===== src/rtl/cnms_pkg.sv =====
`timescale 1ns / 1ps
// Package with the shared constants, codes and types of the nonmaximum suppression block.
package cnms_pkg;

    localparam int MAX_WIDTH_DEF = 1024;
    localparam int GRAD_BITS_DEF = 16;
    localparam int LINE_LIMIT    = 1024;

    localparam int COL_BITS     = 10;
    localparam int ROW_BITS     = 11;
    localparam int CFG_BITS     = 11;
    localparam int MAG_OUT_BITS = 16;

    localparam int TAN_BITS = 15;
    localparam int TAN_FRAC = 16;
    localparam logic [TAN_BITS-1:0] TAN_PI_8_Q16 = 15'd27146;

    localparam logic [CFG_BITS-1:0] WIDTH_RESET  = 11'd640;
    localparam logic [CFG_BITS-1:0] HEIGHT_RESET = 11'd480;
    localparam logic [CFG_BITS-1:0] DIM_MIN      = 11'd3;
    localparam logic [CFG_BITS-1:0] HEIGHT_MAX   = 11'd1024;

    typedef enum logic [1:0] {
        DIR_HORZ = 2'd0,
        DIR_MAIN = 2'd1,
        DIR_VERT = 2'd2,
        DIR_ANTI = 2'd3
    } t_dir;

    typedef enum logic {
        CFG_IMAGE_WIDTH  = 1'b0,
        CFG_IMAGE_HEIGHT = 1'b1
    } t_cfg_reg;

    typedef struct packed {
        logic                emit;
        logic                fend;
        logic                border;
        logic [COL_BITS-1:0] col;
        logic [COL_BITS-1:0] ocol;
        logic [COL_BITS-1:0] orow;
    } t_pix_meta;

    typedef struct packed {
        logic [MAG_OUT_BITS-1:0] edge_mag;
        logic [COL_BITS-1:0]     out_col;
        logic [COL_BITS-1:0]     out_row;
        logic                    frame_end;
    } t_result;

endpackage


===== src/rtl/cnms_nms.sv =====
`timescale 1ns / 1ps
// Three by three magnitude window with the suppression decision along the direction.
module cnms_nms #(
    parameter int GRAD_BITS = cnms_pkg::GRAD_BITS_DEF
) (
    input  logic                  i_clk,
    input  logic                  i_rst_n,
    input  logic                  i_adv,
    input  logic                  i_valid,
    input  cnms_pkg::t_pix_meta   i_meta,
    input  logic [GRAD_BITS-1:0]  i_mag,
    input  logic [GRAD_BITS-1:0]  i_top,
    input  logic [GRAD_BITS-1:0]  i_mid,
    input  cnms_pkg::t_dir        i_dir_rd,
    output logic                  o_res_valid,
    output cnms_pkg::t_result     o_res
);
    localparam int MXW = (GRAD_BITS > cnms_pkg::MAG_OUT_BITS) ? GRAD_BITS
                                                             : cnms_pkg::MAG_OUT_BITS;

    logic [GRAD_BITS-1:0]  r_win [9];
    cnms_pkg::t_dir        r_dir_now;
    cnms_pkg::t_dir        r_dir_prev;
    logic                  r_s4_valid;
    cnms_pkg::t_pix_meta   r_s4_meta;

    logic [GRAD_BITS-1:0]  ctr;
    logic [GRAD_BITS-1:0]  n1;
    logic [GRAD_BITS-1:0]  n2;
    logic                  suppress;
    logic [MXW-1:0]        mag_ext;

    always_ff @(posedge i_clk) begin
        if (!i_rst_n) begin
            r_s4_valid <= 1'b0;
        end else if (i_adv) begin
            r_s4_valid <= i_valid;
        end
    end

    always_ff @(posedge i_clk) begin
        if (i_adv) begin
            r_s4_meta <= i_meta;
        end
        if (i_adv && i_valid) begin
            for (int k = 0; k < 3; k++) begin
                r_win[3*k]   <= r_win[3*k+1];
                r_win[3*k+1] <= r_win[3*k+2];
            end
            r_win[2]   <= i_top;
            r_win[5]   <= i_mid;
            r_win[8]   <= i_mag;
            r_dir_now  <= i_dir_rd;
            r_dir_prev <= r_dir_now;
        end
    end

    always_comb begin
        case (r_dir_prev)
            cnms_pkg::DIR_MAIN: begin
                n1 = r_win[0];
                n2 = r_win[8];
            end
            cnms_pkg::DIR_VERT: begin
                n1 = r_win[1];
                n2 = r_win[7];
            end
            cnms_pkg::DIR_ANTI: begin
                n1 = r_win[2];
                n2 = r_win[6];
            end
            default: begin
                n1 = r_win[3];
                n2 = r_win[5];
            end
        endcase
    end

    assign ctr      = r_win[4];
    assign suppress = !r_s4_meta.border && ((ctr < n1) || (ctr < n2));
    assign mag_ext  = suppress ? '0 : MXW'(ctr);

    assign o_res_valid     = r_s4_valid && r_s4_meta.emit;
    assign o_res.edge_mag  = mag_ext[cnms_pkg::MAG_OUT_BITS-1:0];
    assign o_res.out_col   = r_s4_meta.ocol;
    assign o_res.out_row   = r_s4_meta.orow;
    assign o_res.frame_end = r_s4_meta.fend;
endmodule


===== config.mk =====
export PLATFORM = sky130hd
export DESIGN_NAME = cnms_nms
export DESIGN_NICKNAME = d
export VERILOG_FILES = /design/src/rtl/cnms_pkg.sv /design/src/rtl/cnms_nms.sv
export SDC_FILE = /design/constraint.sdc
export NUM_CORES = 1
export LEC_CHECK = 0
export BUFFER_PORTS_ARGS = -buffer_cell sky130_fd_sc_hd__buf_2
export CAP_MARGIN = 20
export CORE_UTILIZATION = 46
export CTS_CLUSTER_DIAMETER = 100
export DETAILED_ROUTE_END_ITERATION = 16
export PLACE_DENSITY = 0.68
export SYNTH_ARGS = -nofsm -noshare
export SYNTH_HDL_FRONTEND = slang
export SYNTH_SLANG_ARGS = --single-unit

===== constraint.sdc =====
create_clock -name i_clk -period 4.85 [get_ports i_clk]
set_input_delay 0.485 -clock i_clk [delete_from_list [all_inputs] [get_ports i_clk]]
set_output_delay 0.485 -clock i_clk [all_outputs]
set_load 0.01 [all_outputs]

==> flow_metrics.env <==
export IMPL_hold_path_class="input pin to flop"
export IMPL_io_pins=125
export IMPL_cp_start_kind="flop"
export IMPL_worstMarginPinSlew_ns=0.535
export IMPL_coreArea_sq_mm=0.0152
export IMPL_rrSetupSlack_ns=4.05
export IMPL_globalplace_congestion=0.750
export IMPL_synth_top_cells_by_count="edfxtp_1, inv_1, mux4_2"
export IMPL_crit_chain="buf_12 > mux4_2 > inv_1 > ha_1 > a21o_1 > a21o_1 > a211oi_1 > o211a_2 > a211oi_1 > buf_2"
export IMPL_synthMuxAreaShare=0.100
export IMPL_die_area_sq_mm=0.0161
export IMPL_synth_seq_cells=172
export IMPL_synth_most_common_cell="edfxtp_1"
export IMPL_cts_made_buffers=17
export IMPL_crit_path_end_kind="output port"
export IMPL_synth_compound_area_share=0.0552
export IMPL_insertion_delay_ns=0.42
export IMPL_track_usage=0.156
export IMPL_final_util=0.553
export IMPL_yosys_area_top_type_share=0.716
export IMPL_fin_nets=602
export IMPL_clk_pin_slew_ns=0.07
export IMPL_yosysSeqAreaShare=0.719
export IMPL_drive_above_1_share=0.394
export IMPL_die_y_um=127
export IMPL_cts_hold_buffers=0
export IMPL_path_max_fanout=33
export IMPL_drtAntennaViolNets=0
export IMPL_synth_warnings=0
export IMPL_syn_inst=378
export IMPL_cts_tree="done"
export IMPL_drt_initial_drc_count=210
export IMPL_cts_setup_buffers=0
export IMPL_ctsRootBufferMaster="clkbuf_16"
export IMPL_drc_errors=0
export IMPL_tns_ns=0
export IMPL_synth_edf_count=171
export IMPL_synth_area_leader_cell="edfxtp_1"
export IMPL_critPathMaxStageDelay_ns=0.57
export IMPL_max_freq_ghz=0.248
export IMPL_wl_per_cell_um=17.3
export IMPL_synthesis_nets=495
export IMPL_maxSlewHeadroom=0.644
export IMPL_grt_pass1_wl_um=18400
export IMPL_cts_sinks=172
export IMPL_fp_dieW_um=127
export IMPL_ys_top_cells_by_area="edfxtp_1, mux4_2, ha_1"
export IMPL_grt_setup_unrepaired="no"
export IMPL_drv_cap=0
export IMPL_fin_crit_ns=4.04
export IMPL_synth_flop_cell="edfxtp_1"
export IMPL_drt_pass1_iter_count=4
export IMPL_synth_fa_ha_area_frac=0.0524
export IMPL_synth_simple_area_share=0.0154
export IMPL_async_flop_share=0
export IMPL_path_buf_inv=3
export IMPL_p_leak_nw=3.24
export IMPL_start_util=0.472
export IMPL_final_max_slew_violation_count=0
export IMPL_synth_xor_area_frac=0
export IMPL_area_growth_pct=17.3
export IMPL_synth_area_per_cell_sq_um=19.0
export IMPL_synth_top_family_by_area="multiplexers"
export IMPL_hpwl_um=7690
export IMPL_grt_pass1_vias=3560
export IMPL_clockBufferDepth=2
export IMPL_htree_levels=4
export IMPL_vias=3528
export IMPL_setup_viol=0
export IMPL_crit_type="flop to output port"
export IMPL_outcome="finished clean"
export IMPL_n_antenna_cell=0
export IMPL_critPathArrivalTime_ns=3.55
export IMPL_worst_ep_required_time_ns=4.37
export IMPL_crit_family="compound AO/OA/AOI/OAI gates"
export IMPL_avgViaCountPerCell=5.15
export IMPL_numPortBuffers=114
export IMPL_wl_um=11900
export IMPL_slowest_stage="o211a_2"
export IMPL_rows=45
export IMPL_antenna_found_initial=0
export IMPL_powerDensity_mw_per_mm2=395
export IMPL_finalCritPeriodShare=0.833
export IMPL_skew_ns=0.00560
export IMPL_grt_overflow=0
export IMPL_synth_area_sq_mm=0.00717
export IMPL_ir_drop_uv=305
export IMPL_grt_max_degree=87
export IMPL_ys_types=35
export IMPL_cts_resized=0
export IMPL_hold_viol=0
cells by family after synthesis:
group | Yosys count
DFF | 172
buffers and inverters | 79
AOI/OAI and AO/OA | 44
muxes | 33
adders and majority gates | 30
and+or+nand+nor | 20
stage by stage:
stage | cells | hold WS [ns] | setup WS [ns] | cell area, sq um | power (W)
6_report | 685 | 0.235 | 0.812 | 8410 | 0.00332
4_1_cts | 684 | 0.212 | 0.736 | 8390 | 0.00336
2_1_floorplan | 378 | 0.400 | 0.445 | 7170 | 0.00193
3_3_place_gp | 653 | 0.401 | 1.27 | 7800 | 0.00200
3_5_place_dp | 653 | 0.405 | 1.21 | 7800 | 0.00201
5_1_grt | 685 | 0.202 | 0.630 | 8410 | 0.00345
power breakdown:
group	total (W)	leakage (nW)	internal (W)	switching, W
Combinational	0.000228	1.33	0.000107	0.000121
Sequential	0.00175	1.62	0.00172	0.0000324
Clock	0.00134	0.284	0.000769	0.000570
Total	0.00332	3.24	0.00259	0.000723
cell type report:
cell class / count / area (sq um)
multi-input combinational: 127 / 1600
clock buffer: 17 / 425
tap: 188 / 235
fill: 1215 / 6800
timing repair buffer: 120 / 653
clock inverter: 14 / 159
inverter: 47 / 176
sequential: 172 / 5150
per-layer routing:
| layer | track usage | share of wire | vias to the layer above |
|---|---|---|---|
| met3 | 0.0489 | 0.036 | 10 |
| li1 | - | - | 1679 |
| met2 | 0.250 | 0.51 | 69 |
| met1 | 0.203 | 0.44 | 1770 |
| met4 | 0.0546 | 0.012 | 0 |
| met5 | 0 | 0 | - |
sequential cells by signal (all words and copies together), names as in the netlist:
register and cells:
r_win 144, r_s4_meta 2, r_dir_now 2, r_s4_valid 1, r_dir_prev 2, o_res 21
layout by cell type (no fill, tap or decap), types with 2 or more instances in the layout:
cell type	n
nand2_1	5
a211oi_2	10
inv_6	5
buf_12	3
ha_1	30
buf_2	114
inv_8	2
inv_1	47
a21oi_1	8
mux2i_1	2
bufinv_16	2
a211oi_1	8
mux4_2	31
edfxtp_1	171
buf_4	3
clkinv_1	2
o21ai_0	2
a21o_1	5
clkbuf_16	17
nand4_1	6
nand3_1	2
clkinv_4	2
final timing paths:
kind                               startpoint            end  cells past startpoint
worst max-delay path            r_dir_prev[1]      o_res[23]                     10
worst min-delay path                i_meta[3]       o_res[4]                      1
worst max register to register   r_win[0][71]   r_win[0][55]                      0
worst min register to register   r_dir_now[1]  r_dir_prev[1]                      0
No activity file was read; power rests on OpenSTA's default activity.
