===== config.mk =====
export PLATFORM = sky130hd
export DESIGN_NAME = cnms_grad_dir
export DESIGN_NICKNAME = d
export VERILOG_FILES = /design/src/rtl/cnms_pkg.sv /design/src/rtl/cnms_grad_dir.sv
export SDC_FILE = /design/constraint.sdc
export NUM_CORES = 1
export LEC_CHECK = 0
export ABC_AREA = 1
export BUFFER_PORTS_ARGS = -buffer_cell sky130_fd_sc_hd__buf_2
export CORE_MARGIN = 2
export CORE_UTILIZATION = 55
export DETAILED_ROUTE_END_ITERATION = 6
export PLACE_DENSITY = 0.72
export RECOVER_POWER = 50
export SLEW_MARGIN = 20
export SYNTH_ARGS = -nofsm -noshare
export SYNTH_HDL_FRONTEND = slang
export SYNTH_SLANG_ARGS = --single-unit

===== constraint.sdc =====
create_clock -name i_clk -period 5.25 [get_ports i_clk]
set_input_delay 0 -clock i_clk [delete_from_list [all_inputs] [get_ports i_clk]]
set_output_delay 0 -clock i_clk [all_outputs]
set_load 0.03 [all_outputs]

===== src/rtl/cnms_pkg.sv =====
`timescale 1ns / 1ps
// Package with the shared constants, codes and types of the nonmaximum suppression block.
package cnms_pkg;

    localparam int MAX_WIDTH_DEF = 1024;
    localparam int GRAD_BITS_DEF = 16;
    localparam int LINE_LIMIT    = 1024;

    localparam int COL_BITS     = 10;
    localparam int ROW_BITS     = 11;
    localparam int CFG_BITS     = 11;
    localparam int MAG_OUT_BITS = 16;

    localparam int TAN_BITS = 15;
    localparam int TAN_FRAC = 16;
    localparam logic [TAN_BITS-1:0] TAN_PI_8_Q16 = 15'd27146;

    localparam logic [CFG_BITS-1:0] WIDTH_RESET  = 11'd640;
    localparam logic [CFG_BITS-1:0] HEIGHT_RESET = 11'd480;
    localparam logic [CFG_BITS-1:0] DIM_MIN      = 11'd3;
    localparam logic [CFG_BITS-1:0] HEIGHT_MAX   = 11'd1024;

    typedef enum logic [1:0] {
        DIR_HORZ = 2'd0,
        DIR_MAIN = 2'd1,
        DIR_VERT = 2'd2,
        DIR_ANTI = 2'd3
    } t_dir;

    typedef enum logic {
        CFG_IMAGE_WIDTH  = 1'b0,
        CFG_IMAGE_HEIGHT = 1'b1
    } t_cfg_reg;

    typedef struct packed {
        logic                emit;
        logic                fend;
        logic                border;
        logic [COL_BITS-1:0] col;
        logic [COL_BITS-1:0] ocol;
        logic [COL_BITS-1:0] orow;
    } t_pix_meta;

    typedef struct packed {
        logic [MAG_OUT_BITS-1:0] edge_mag;
        logic [COL_BITS-1:0]     out_col;
        logic [COL_BITS-1:0]     out_row;
        logic                    frame_end;
    } t_result;

endpackage


===== src/rtl/cnms_grad_dir.sv =====
`timescale 1ns / 1ps
// Three-stage pipeline that forms gradient magnitude and quantized direction.
module cnms_grad_dir #(
    parameter int GRAD_BITS = cnms_pkg::GRAD_BITS_DEF
) (
    input  logic                            i_clk,
    input  logic                            i_rst_n,
    input  logic                            i_adv,
    input  logic                            i_load,
    input  logic signed [GRAD_BITS-1:0]     i_gx,
    input  logic signed [GRAD_BITS-1:0]     i_gy,
    input  cnms_pkg::t_pix_meta             i_meta,
    output logic [cnms_pkg::COL_BITS-1:0]   o_rd_col,
    output logic                            o_valid,
    output cnms_pkg::t_pix_meta             o_meta,
    output logic [GRAD_BITS-1:0]            o_mag,
    output cnms_pkg::t_dir                  o_dir
);
    localparam int PW = GRAD_BITS + cnms_pkg::TAN_BITS;
    localparam int CW = GRAD_BITS + cnms_pkg::TAN_FRAC;

    logic                  r_s1_valid;
    logic [GRAD_BITS-1:0]  r_s1_gx;
    logic [GRAD_BITS-1:0]  r_s1_gy;
    cnms_pkg::t_pix_meta   r_s1_meta;

    logic                  r_s2_valid;
    logic [GRAD_BITS-1:0]  r_s2_ax;
    logic [GRAD_BITS-1:0]  r_s2_ay;
    logic                  r_s2_nx;
    logic                  r_s2_ny;
    cnms_pkg::t_pix_meta   r_s2_meta;

    logic                  r_s3_valid;
    logic [GRAD_BITS-1:0]  r_s3_ax;
    logic [GRAD_BITS-1:0]  r_s3_ay;
    logic                  r_s3_nx;
    logic                  r_s3_ny;
    logic [PW-1:0]         r_s3_px;
    logic [PW-1:0]         r_s3_py;
    cnms_pkg::t_pix_meta   r_s3_meta;

    logic [GRAD_BITS-1:0]  n_ax;
    logic [GRAD_BITS-1:0]  n_ay;
    logic [PW-1:0]         n_px;
    logic [PW-1:0]         n_py;
    logic                  horz;
    logic                  vert;

    assign n_ax = r_s1_gx[GRAD_BITS-1] ? (~r_s1_gx + GRAD_BITS'(1)) : r_s1_gx;
    assign n_ay = r_s1_gy[GRAD_BITS-1] ? (~r_s1_gy + GRAD_BITS'(1)) : r_s1_gy;
    assign n_px = PW'(r_s2_ax) * PW'(cnms_pkg::TAN_PI_8_Q16);
    assign n_py = PW'(r_s2_ay) * PW'(cnms_pkg::TAN_PI_8_Q16);

    always_ff @(posedge i_clk) begin
        if (!i_rst_n) begin
            r_s1_valid <= 1'b0;
            r_s2_valid <= 1'b0;
            r_s3_valid <= 1'b0;
        end else if (i_adv) begin
            r_s1_valid <= i_load;
            r_s2_valid <= r_s1_valid;
            r_s3_valid <= r_s2_valid;
        end
    end

    always_ff @(posedge i_clk) begin
        if (i_adv) begin
            r_s1_gx   <= i_gx;
            r_s1_gy   <= i_gy;
            r_s1_meta <= i_meta;
            r_s2_ax   <= n_ax;
            r_s2_ay   <= n_ay;
            r_s2_nx   <= r_s1_gx[GRAD_BITS-1];
            r_s2_ny   <= r_s1_gy[GRAD_BITS-1];
            r_s2_meta <= r_s1_meta;
            r_s3_ax   <= r_s2_ax;
            r_s3_ay   <= r_s2_ay;
            r_s3_nx   <= r_s2_nx;
            r_s3_ny   <= r_s2_ny;
            r_s3_px   <= n_px;
            r_s3_py   <= n_py;
            r_s3_meta <= r_s2_meta;
        end
    end

    assign horz = {r_s3_ay, {cnms_pkg::TAN_FRAC{1'b0}}} <= CW'(r_s3_px);
    assign vert = {r_s3_ax, {cnms_pkg::TAN_FRAC{1'b0}}} <= CW'(r_s3_py);

    always_comb begin
        if (horz) begin
            o_dir = cnms_pkg::DIR_HORZ;
        end else if (vert) begin
            o_dir = cnms_pkg::DIR_VERT;
        end else if (r_s3_nx == r_s3_ny) begin
            o_dir = cnms_pkg::DIR_MAIN;
        end else begin
            o_dir = cnms_pkg::DIR_ANTI;
        end
    end

    assign o_mag    = (r_s3_ax > r_s3_ay) ? r_s3_ax : r_s3_ay;
    assign o_valid  = r_s3_valid;
    assign o_meta   = r_s3_meta;
    assign o_rd_col = r_s2_meta.col;
endmodule


==> impl_metrics.env <==
export IMPL_outcome="complete, but fails checks"
export IMPL_violations="capacitance limit, slew limit"
export IMPL_power_density_nw_per_um2=651
export IMPL_hp_class="input port to flop"
export IMPL_vias=13100
export IMPL_synthCells=1852
export IMPL_rows=66
export IMPL_crit_path_start_kind="flop"
export IMPL_area_delta_synth_final_pct=15.2
export IMPL_path_clk_slew_ns=0.06
export IMPL_grt_antenna_before_repair=0
export IMPL_insertion_delay_ns=0.54
export IMPL_cts_tree="built"
export IMPL_cts_buffers=27
export IMPL_setup_viol=0
export IMPL_grt_pass1_wl_um=67600
export IMPL_regArea_um2=7720
export IMPL_die_y_um=186
export IMPL_ant_nets=0
export IMPL_cp_arrival_ns=5.15
export IMPL_fill_cells=2612
export IMPL_ios=131
export IMPL_cp_startpoint="r_s2_ax[6]"
export IMPL_path_common_cell="inv_1"
export IMPL_cts_max_path_buffers=3
export IMPL_die_width_um=186
export IMPL_end_kind="flop"
export IMPL_ctsResizeCount=0
export IMPL_vias_per_cell=5.18
export IMPL_first_iter_violations=884
export IMPL_p_leak_nw=10.5
export IMPL_rsz0062_at_grt="no"
export IMPL_multi_input_area_um2=8870
export IMPL_reg2reg_depth=18
export IMPL_finalSetupTns_ns=0
export IMPL_crit_chain="ha_1, inv_1, fa_1, inv_1, fa_1, fa_1, ha_1, inv_1, fa_1, inv_1, ha_1, nand2_1, nor2_1, inv_1, nor3_1, nand3_1, nand4_1, nand2_1"
export IMPL_wl_per_cell_um=16.9
export IMPL_cp_num_buf_inv=5
export IMPL_fin_util=0.643
export IMPL_cts_max_level=1
export IMPL_grt_use_met3=0.0436
export IMPL_antenna_cells=0
export IMPL_ys_warn_count=0
export IMPL_pre_cts_slack_ns=0.401
export IMPL_r2r_end="r_s3_px[26]"
export IMPL_min_period_over_period=0.926
export IMPL_start_util=0.558
export IMPL_crit_end="r_s3_px[26]"
export IMPL_critPathKind="flop to flop"
export IMPL_syn_nets=2272
export IMPL_reg2reg_from="r_s2_ax[6]"
export IMPL_nNetsFinal=2484
export IMPL_syn_area_um2=18200
export IMPL_final_common_cell="nand2_1"
export IMPL_ff2ff_setup_slack_ns=0.39
export IMPL_ys_types=34
export IMPL_relSlewSlack=-1.20
export IMPL_skew_ns=0.0114
export IMPL_slew_violations=130
export IMPL_grt_overflow_total=0
export IMPL_core_area_um2=32500
export IMPL_first_global_vias=13100
export IMPL_portBuffers=130
export IMPL_ys_seq_elements=258
export IMPL_wl_um=42700
export IMPL_grtUsageMet2=0.420
export IMPL_top_usage_layer="met2"
export IMPL_synth_avg_cell_area_um2=9.80
export IMPL_tightest_slew_ns=3.30
export IMPL_drtPass1Iterations=5
export IMPL_cp_max_fo=6
export IMPL_place_congestion=0.941
export IMPL_cts_setup_buffers=0
export IMPL_mostFrequentLayoutCells="nand2_1 (393), inv_1 (387), ha_1 (277)"
export IMPL_cts_root_buf="clkbuf_16"
export IMPL_max_cap_viol_count=1
export IMPL_cts_sinks=258
export IMPL_die_area_um2=34500
export IMPL_met1_usage=0.357
export IMPL_drc=0
export IMPL_cp_required_ns=5.54
export IMPL_crit_family="adder cells"
export IMPL_seq_area_frac_synth=0.425
export IMPL_final_layout_size_suffix_gt1_frac=0.0873
export IMPL_layout_min_cycle_time_ns=4.86
export IMPL_fmax_mhz=206
export IMPL_grt_max_degree=131
export IMPL_grt_total_usage=0.254
export IMPL_ir_drop_mv=0.435
export IMPL_dp_hpwl_um=33300
export IMPL_path_depth=18
export IMPL_hold_viol=0
export IMPL_min_delay_start="i_meta[25]"
export IMPL_fin_ws_ns=0.387
export IMPL_critPathMaxStageDelay_ns=0.56
export IMPL_slowest_stage="fa_1"
power breakdown:
| group | total, mW | internal (mW) | switching, mW |
|---|---|---|---|
| clock network | 2.09 | 1.23 | 0.859 |
| logic | 8.34 | 2.96 | 5.38 |
| registers | 3.19 | 2.99 | 0.204 |
| total | 13.6 | 7.18 | 6.44 |
stage by stage:
| stage | hold WS [ns] | area, um2 | std cells | total power [mW] |
|---|---|---|---|---|
| floorplan | 0.0989 | 18200 | 1852 | 9.12 |
| global placement | 0.176 | 19300 | 2409 | 11.4 |
| detailed placement | 0.178 | 19300 | 2409 | 11.4 |
| CTS | 0.112 | 20900 | 2527 | 13.6 |
| global route | 0.164 | 20900 | 2527 | 15.0 |
| finish | 0.164 | 20900 | 2527 | 13.6 |
synth_stat cells:
master / instances / area share
edfxtp_1: 255 / 0.42
o21ai_0: 42 / 0.012
nor3b_1: 1 / 0.00041
nor4_4: 1 / 0.0012
buf_2: 1 / 0.00028
o21a_1: 5 / 0.0021
inv_1: 387 / 0.080
xnor2_1: 13 / 0.0063
a21o_1: 1 / 0.00041
fa_1: 74 / 0.082
dfxtp_1: 3 / 0.0033
nand4_1: 23 / 0.0079
nand3b_1: 8 / 0.0033
nand2_2: 2 / 0.00069
nand3_1: 91 / 0.025
o21bai_1: 8 / 0.0033
ha_1: 277 / 0.19
nand3_2: 1 / 0.00055
nor4_1: 3 / 0.0010
o21ai_2: 2 / 0.00097
clkbuf_1: 4 / 0.00083
nand2_1: 393 / 0.081
and3_1: 1 / 0.00034
a21oi_1: 71 / 0.020
or2_2: 4 / 0.0014
nor2_1: 111 / 0.023
a21boi_0: 1 / 0.00041
and2_1: 4 / 0.0014
nand2_4: 1 / 0.00062
nor3_1: 9 / 0.0025
buf_6: 1 / 0.00062
clkbuf_4: 1 / 0.00041
buf_4: 10 / 0.0041
xor2_1: 43 / 0.021
flip-flops by register name, indices dropped and copies added (netlist names), 23 cells and up:
name       count
r_s2_meta     23
r_s1_meta     33
r_s3_py       28
r_s3_px       28
o_meta        33
worst min-delay path by stage:
stage	endpoint	slack (ns)	cells after the start
2_1_floorplan	r_s1_gx[0]	0.1	0
3_3_place_gp	r_s1_meta[28]	0.18	1
3_5_place_dp	r_s1_meta[25]	0.18	1
4_1_cts	r_s1_meta[23]	0.11	1
5_1_grt	r_s1_gx[2]	0.16	2
6_report	r_s1_meta[25]	0.16	2
logic make-up (layout without fill, tap and decap cells):
kind of cell    after synthesis  count (layout)  synth area share
fa+ha+maj                   351             351             0.273
xor+xnor                     56              56            0.0270
simple gates                653             653             0.151
flops                       258             258             0.425
buf+inv                     404             637            0.0863
compound gates              130             130            0.0383
layer usage:
metal / vias to the layer above / wire [um]
li1: 6463 / -
met1: 6162 / 19500
met2: 424 / 19500
met3: 48 / 2980
met4: 0 / 714
met5: - / 0
layout make-up:
cell class                 count  share of cell area
inverter                     387              0.0695
tap                          442              0.0265
clock inverter                21              0.0132
multi-input combinational   1190               0.424
timing repair buffer         200              0.0644
sequential                   258               0.369
clock buffer                  29              0.0332
what timing repair did:
action	4_1_cts	5_1_grt
endpoints found under the setup margin	0	0
hold endpoints to repair	68	0
hold buffers	68	0
worst register-to-register path, delay by kind of cell, from the launching register on:
family / cells / cell delay, ns
adder cells (fa/ha/maj): 7 / 2.95
AND/OR/NAND/NOR: 6 / 0.88
flip-flops: 1 / 0.49
buffers and inverters: 5 / 0.30
No activity file was read; power rests on OpenSTA's default activity.
